<file path="src/hdl/ppp_pkg.sv">
// shared constants, register codes and width helpers for the point projector
`default_nettype none

package ppp_pkg;

  // fixed point and field widths
  localparam int FRACTION_BITS_DEF = 16;
  localparam int DATA_W            = 32;
  localparam int SIZE_W            = 14;
  localparam int CFG_W             = 64;
  localparam int ADDR_W            = 6;
  localparam int REG_IDX_W         = 3;

  // quotient is capped at 2^QUOT_BITS
  localparam int QUOT_BITS           = 40;
  localparam int DIV_STEPS_PER_STAGE = 2;
  localparam int DIV_STAGES          = QUOT_BITS / DIV_STEPS_PER_STAGE;
  localparam int DIV_LAT             = DIV_STAGES + 1;

  // pipeline depths of the parts, edges from accept to result transaction
  localparam int MAT_LAT   = 2;
  localparam int PREP_LAT  = 1;
  localparam int VP_LAT    = 1;
  localparam int OUT_LAT   = 1;
  localparam int TOTAL_LAT = MAT_LAT + PREP_LAT + DIV_LAT + VP_LAT + OUT_LAT;

  // behind-camera scaling
  localparam int BEHIND_SCALE = 100000;
  localparam int BEHIND_LIMIT = 2147483647 / BEHIND_SCALE + 1;
  localparam int BEHIND_IN_W  = 16;

  localparam logic signed [DATA_W-1:0] PIX_MAX = {1'b0, {(DATA_W-1){1'b1}}};
  localparam logic signed [DATA_W-1:0] PIX_MIN = {1'b1, {(DATA_W-1){1'b0}}};

  // register indexes
  localparam logic [REG_IDX_W-1:0] REG_X_FIRST  = 3'd0;
  localparam logic [REG_IDX_W-1:0] REG_X_SECOND = 3'd1;
  localparam logic [REG_IDX_W-1:0] REG_Y_FIRST  = 3'd2;
  localparam logic [REG_IDX_W-1:0] REG_Y_SECOND = 3'd3;
  localparam logic [REG_IDX_W-1:0] REG_W_FIRST  = 3'd4;
  localparam logic [REG_IDX_W-1:0] REG_W_SECOND = 3'd5;
  localparam logic [REG_IDX_W-1:0] REG_WIDTH    = 3'd6;
  localparam logic [REG_IDX_W-1:0] REG_HEIGHT   = 3'd7;

  localparam logic [SIZE_W-1:0] SCREEN_WIDTH_RST  = 14'd1920;
  localparam logic [SIZE_W-1:0] SCREEN_HEIGHT_RST = 14'd1080;

  // width of a signed row sum for a given number of fraction bits
  function automatic int sum_width(input int frac);
    return 66 - frac;
  endfunction

endpackage

`default_nettype wire

</file>
<file path="src/hdl/ppp_viewport.sv">
// viewport map of one coordinate: offset product, then centre add with saturation
`default_nettype none

module ppp_viewport
  import ppp_pkg::*;
#(
  parameter int FRACTION_BITS = FRACTION_BITS_DEF
) (
  input  logic                     clk_i,
  input  logic [QUOT_BITS:0]       quot_i,
  input  logic                     sub_i,
  input  logic [SIZE_W-1:0]        size_i,
  output logic signed [DATA_W-1:0] pixel_o
);

  localparam int PROD_W = QUOT_BITS + 1 + SIZE_W;
  localparam int ACC_W  = PROD_W + 1;

  logic [PROD_W-1:0]       prod_q;
  logic                    sub_q;
  logic signed [ACC_W-1:0] centre_ext;
  logic signed [ACC_W-1:0] off_ext;
  logic signed [ACC_W-1:0] acc;

  always_ff @(posedge clk_i) begin
    prod_q <= PROD_W'(quot_i) * PROD_W'(size_i);
    sub_q  <= sub_i;
  end

  always_comb begin
    centre_ext = ACC_W'({size_i, {(FRACTION_BITS-1){1'b0}}});
    off_ext    = ACC_W'(prod_q[PROD_W-1:1]);
    acc        = sub_q ? centre_ext - off_ext : centre_ext + off_ext;
    if (&acc[ACC_W-1:DATA_W-1] || ~|acc[ACC_W-1:DATA_W-1]) begin
      pixel_o = acc[DATA_W-1:0];
    end else if (acc[ACC_W-1]) begin
      pixel_o = PIX_MIN;
    end else begin
      pixel_o = PIX_MAX;
    end
  end

endmodule

`default_nettype wire

</file>
<file path="config.mk">
export PLATFORM = sky130hd
export DESIGN_NAME = ppp_viewport
export DESIGN_NICKNAME = d
export VERILOG_FILES = /design/src/hdl/ppp_pkg.sv /design/src/hdl/ppp_viewport.sv
export SDC_FILE = /design/constraint.sdc
export NUM_CORES = 1
export LEC_CHECK = 0
export BUFFER_PORTS_ARGS = -buffer_cell sky130_fd_sc_hd__buf_2
export CORE_ASPECT_RATIO = 1.25
export CORE_UTILIZATION = 55
export DETAILED_ROUTE_END_ITERATION = 6
export PLACE_DENSITY = 0.72
export SLEW_MARGIN = 20
export SYNTH_ARGS = -nofsm -noshare
export SYNTH_HDL_FRONTEND = slang
export SYNTH_SLANG_ARGS = --single-unit
</file>
<file path="constraint.sdc">
create_clock -name clk_i -period 10.1 [get_ports clk_i]
set_input_delay 1.515 -clock clk_i [delete_from_list [all_inputs] [get_ports clk_i]]
set_output_delay 1.515 -clock clk_i [all_outputs]
set_load 0.02 [all_outputs]
</file>
Word level (Yosys, flattened, before mapping)
Index checks and enable logic that the tools add are counted.
{"block": "classes", "add_sub_neg": 2, "n_mul": 1, "div_mod_pow": 0, "order_cmp": 0, "n_eq_ne": 0, "shifts": 0, "muxes": 3, "bitwise": 0, "n_reduce_logical": 4}
{"cell": "$mux 32", "n": 2}
{"cell": "$mux 56", "n": 1}
{"cell": "$add 29x54->55", "n": 1}
{"cell": "$mul 41x14->55", "n": 1}
{"cell": "$sub 29x54->55", "n": 1}
{"cell": "$reduce_and 25->1", "n": 1}
{"cell": "$reduce_or 25->1", "n": 1}
{"cell": "$logic_not 1->1", "n": 1}
{"cell": "$logic_or 1x1->1", "n": 1}
{"block": "word_totals", "regBits": 56, "latch_bits": 0, "ram_bits": 0, "romBits": 0, "input_bits": 57, "output_inout_bits": 32, "wordCells": 12, "mem_count": 0}

Longest topological paths before layout
{"block": "logic_depth", "word_depth": 6, "ltp_mapped": 27, "ltp_nobuf": 26}

Worst setup path after synthesis
OpenSTA, ideal clock, no wires.
{"block": "synth_path", "path_kind": "in2reg", "start": "input size_i[5]", "end": "register prod_q[51]", "setup_ps": 72, "t_arrival_ps": 7723, "required_ps": 10028, "slack_ps": 2305, "stages": 25, "path_buffers": 2, "cell_sequence": "clkbuf_1 nand2_1 fa_1 fa_1 inv_1 fa_1 fa_1 fa_1 inv_1 fa_1 inv_1 ha_1 clkbuf_1 a21o_1 o2bb2ai_1 nor4_1 o21ai_0 or2_1 a41o_1 a221o_1 a31oi_1 nor3_1 a2111o_1 a21oi_1 xnor2_1"}
{"block": "synth_between", "elab_chain_len": 1}
{"element": "from (decl)", "line": "ppp_viewport.sv:12", "text": "input logic [SIZE_W-1:0] size_i,"}
{"element": "$mul 41x14->55", "line": "ppp_viewport.sv:26", "text": "prod_q <= PROD_W'(quot_i) * PROD_W'(size_i);"}
{"element": "to (signal assigned)", "line": "ppp_viewport.sv:26"}
{"element": "to (decl)", "line": "ppp_viewport.sv:19", "text": "logic [PROD_W-1:0] prod_q;"}
No other way between the ends.

Final worst setup path
{"block": "layout_path", "start": "input size_i[3]", "end": "register prod_q[52]"}
The elaborated chain is that of the path after synthesis.

==> summary.txt <==
Status
  • Status: completed

Final layout
  • Most frequent cells in the layout: 481 x inv_1, 466 x fa_1, 431 x nand2_1
  • Most common cell after layout, fill and taps aside: inv_1
  • Layout area overhead: 3.29%
  • Antenna cells: 0
  • Layout Nets: 3,202
  • Share of cells above drive strength 1: 4.98%
  • FILL cells: 3,564
  • Util after Layout: 57.8%

Timing
  • Max Freq: 0.117 GHz
  • Crit share post-route: 84.9%
  • Max Slew Vio Count: 0
  • Unrepaired setup endpoints after global routing: false
  • Final setup fails: 0
  • Count of final hold-check violations: 0
  • Relative slew margins: 33.1%
  • Final setup margin: 1.53 ns
  • Setup TNS: 0 ns
  • Worst-margin pin slew: 1.00 ns
  • Min Tclk post-route: 8.57 ns

Synthesis
  • Synth area leaders: fa_1 43%, ha_1 8.4%, inv_1 8.2%
  • Synthesis-stage register bit count: 55
  • Yosys warning total: 0
  • Post-synth top area cell: fa_1
  • Mean Syn Cell Area: 8.56 sq um
  • Seq/Total Area, Yosys: 5.02%
  • Post-synth top flop: dfxtp_1
  • Post-synth EDFFs: 0
  • Count of different cell masters after synthesis: 79
  • Async SR Flop Fraction: 0%
  • Synth top area share: 42.5%
  • Synthesized Nets: 3,234
  • Synthesized cell area: 21,900 sq um
  • Synthesized netlist cell count: 2,563

Clock network
  • Clk pin slew, worst setup/hold paths: 0.07 ns
  • CTS HTree Levels: 2
  • Root Buffer: clkbuf_16
  • CTS Buf Count: 5
  • Clock sink count: 55
  • CTS max path bufs: 2
  • TritonCTS clock tree: yes
  • Post-CTS Setup Inserts: 0
  • CTS Hold Bufs: 0
  • Resized Gates After CTS: 0

Global routing
  • First-pass GRT wire length: 92,100 um
  • Largest net degree at the start of global routing: 60
  • Initial antenna violation count: 0
  • Total Routing Usage GR: 28.1%
  • Vias in the first global route: 18,500
  • Gr ovfl total: 0

Drt
  • Routed length per instance: 17.8 um
  • Final antenna-violating net count: 0
  • Via count: 17,200
  • Vias/cell: 5.69
  • Total wire length: 54,000 um
  • Drt first pass iters: 5
  • DR iter-0 viols: 958
  • # DRC: 0

Min path
  • Hold Crit Start: sub_i
  • Hold crit path type: primary input to flip-flop

Place
  • PortBufs: 88
  • Final HPWL DP: 44,400 um
  • Pre-CTS setup slack: 1.28 ns
  • Final GP Congestion: 0.910

Worst setup path
  • CP Class: primary input to flip-flop
  • Critical Path Sink Type: flip-flop
  • CP Launch Type: primary input
  • Worst Path Arrival: 8.80 ns
  • CP startpoint: size_i[3]
  • CP required: 10.33 ns
  • CP max FO: 43

Run
  • MaxCap Viol Count: 0

Floorplanning
  • CORE AREA: 39,200 sq um
  • Horiz. Die Dim: 181 um
  • IO Pins: 89
  • DIE AREA: 40,700 sq um
  • Rows: 81
  • Initial core utilization: 55.9%
  • DIE HEIGHT: 225 um
## synth_stat cells (all sizes together), types with 3 or more instances
cell type  number
a31oi          13
nand2b         14
o221ai          3
inv           483
a21o           32
or4             4
o41ai           5
o31ai          17
a21boi          3
o21ai          49
buf             7
a21oi          86
dfxtp          55
o32ai           4
nor4           13
nand3          22
o311ai          3
clkbuf        125
o2111ai         3
a41o            3
o21a           11
a211oi          9
or3             6
nand2         432
xnor2          65
o21bai         12
o211ai          6
nor2           69
nor2b           9
xor2           38
ha            148
o22ai           7
and4            7
or2             7
and3           17
nor3b           3
fa            466
mux2i          34
and2          203
a2111oi         4
nor3           25
nand4          18
## critical path: stages
cell	delay (ns)
buf_2	0.65
and2_1	0.26
fa_1	0.41
inv_1	0.07
fa_1	0.40
inv_1	0.10
fa_1	0.46
fa_1	0.51
fa_1	0.51
inv_1	0.06
fa_1	0.48
inv_1	0.04
ha_1	0.33
and3_1	0.23
and3_1	0.21
or4b_1	0.55
a21oi_1	0.28
o21ai_1	0.27
o311ai_1	0.48
a31oi_1	0.21
a21oi_1	0.31
o211ai_1	0.14
a21oi_1	0.18
xnor2_1	0.13
## per-stage QoR
| stage | hold WS [ns] | instance area [sq um] | std cells |
|---|---|---|---|
| finish | 1.31 | 22700 | 3030 |
| global route | 1.30 | 22700 | 3030 |
| global placement | 1.62 | 22500 | 3022 |
| detailed placement | 1.62 | 22500 | 3022 |
| CTS | 1.31 | 22700 | 3030 |
| floorplan | 1.54 | 21900 | 2563 |
## path summary, 6_finish.rpt
kind | depth (start not counted) | to
worst max-delay path | 24 | prod_q[52]
worst min-delay path | 1 | sub_q
## flip-flops by register name, indices dropped and copies added (netlist names)
name    cells
prod_q     54
sub_q       1
## routing by layer
layer	part of all wire, %	GRT usage, %	up-vias	wire, um
met4	2.6	7.58	0	1400
li1	-	-	7806	-
met1	40	34.3	8814	21700
met2	53	53.2	515	28600
met3	4.4	2.08	97	2360
met5	0	0	-	0
## kinds of logic after synthesis
logic type	after synthesis	synth area share, %
flip-flops	55	5.02
multiplexers	34	1.55
XOR/XNOR	103	4.15
adder cells (fa/ha/maj)	614	51.0
AND/OR/NAND/NOR	852	18.8
AO/OA/AOI/OAI	290	8.79
buffers and inverters	615	10.8
## final cells by class
class | count | area [sq um] | area share (%)
multi-input cells | 1893 | 18500 | 81.6
inverters | 483 | 1810 | 8.00
clock inverters | 3 | 33.8 | 0.149
clock buffers | 5 | 125 | 0.552
flip-flops and latches | 55 | 1100 | 4.87
well taps | 498 | 623 | 2.75
repair buffers | 93 | 478 | 2.11
Power is not shown: default switching activity piles up to over one toggle a cycle in this logic, so the estimate is an artifact.
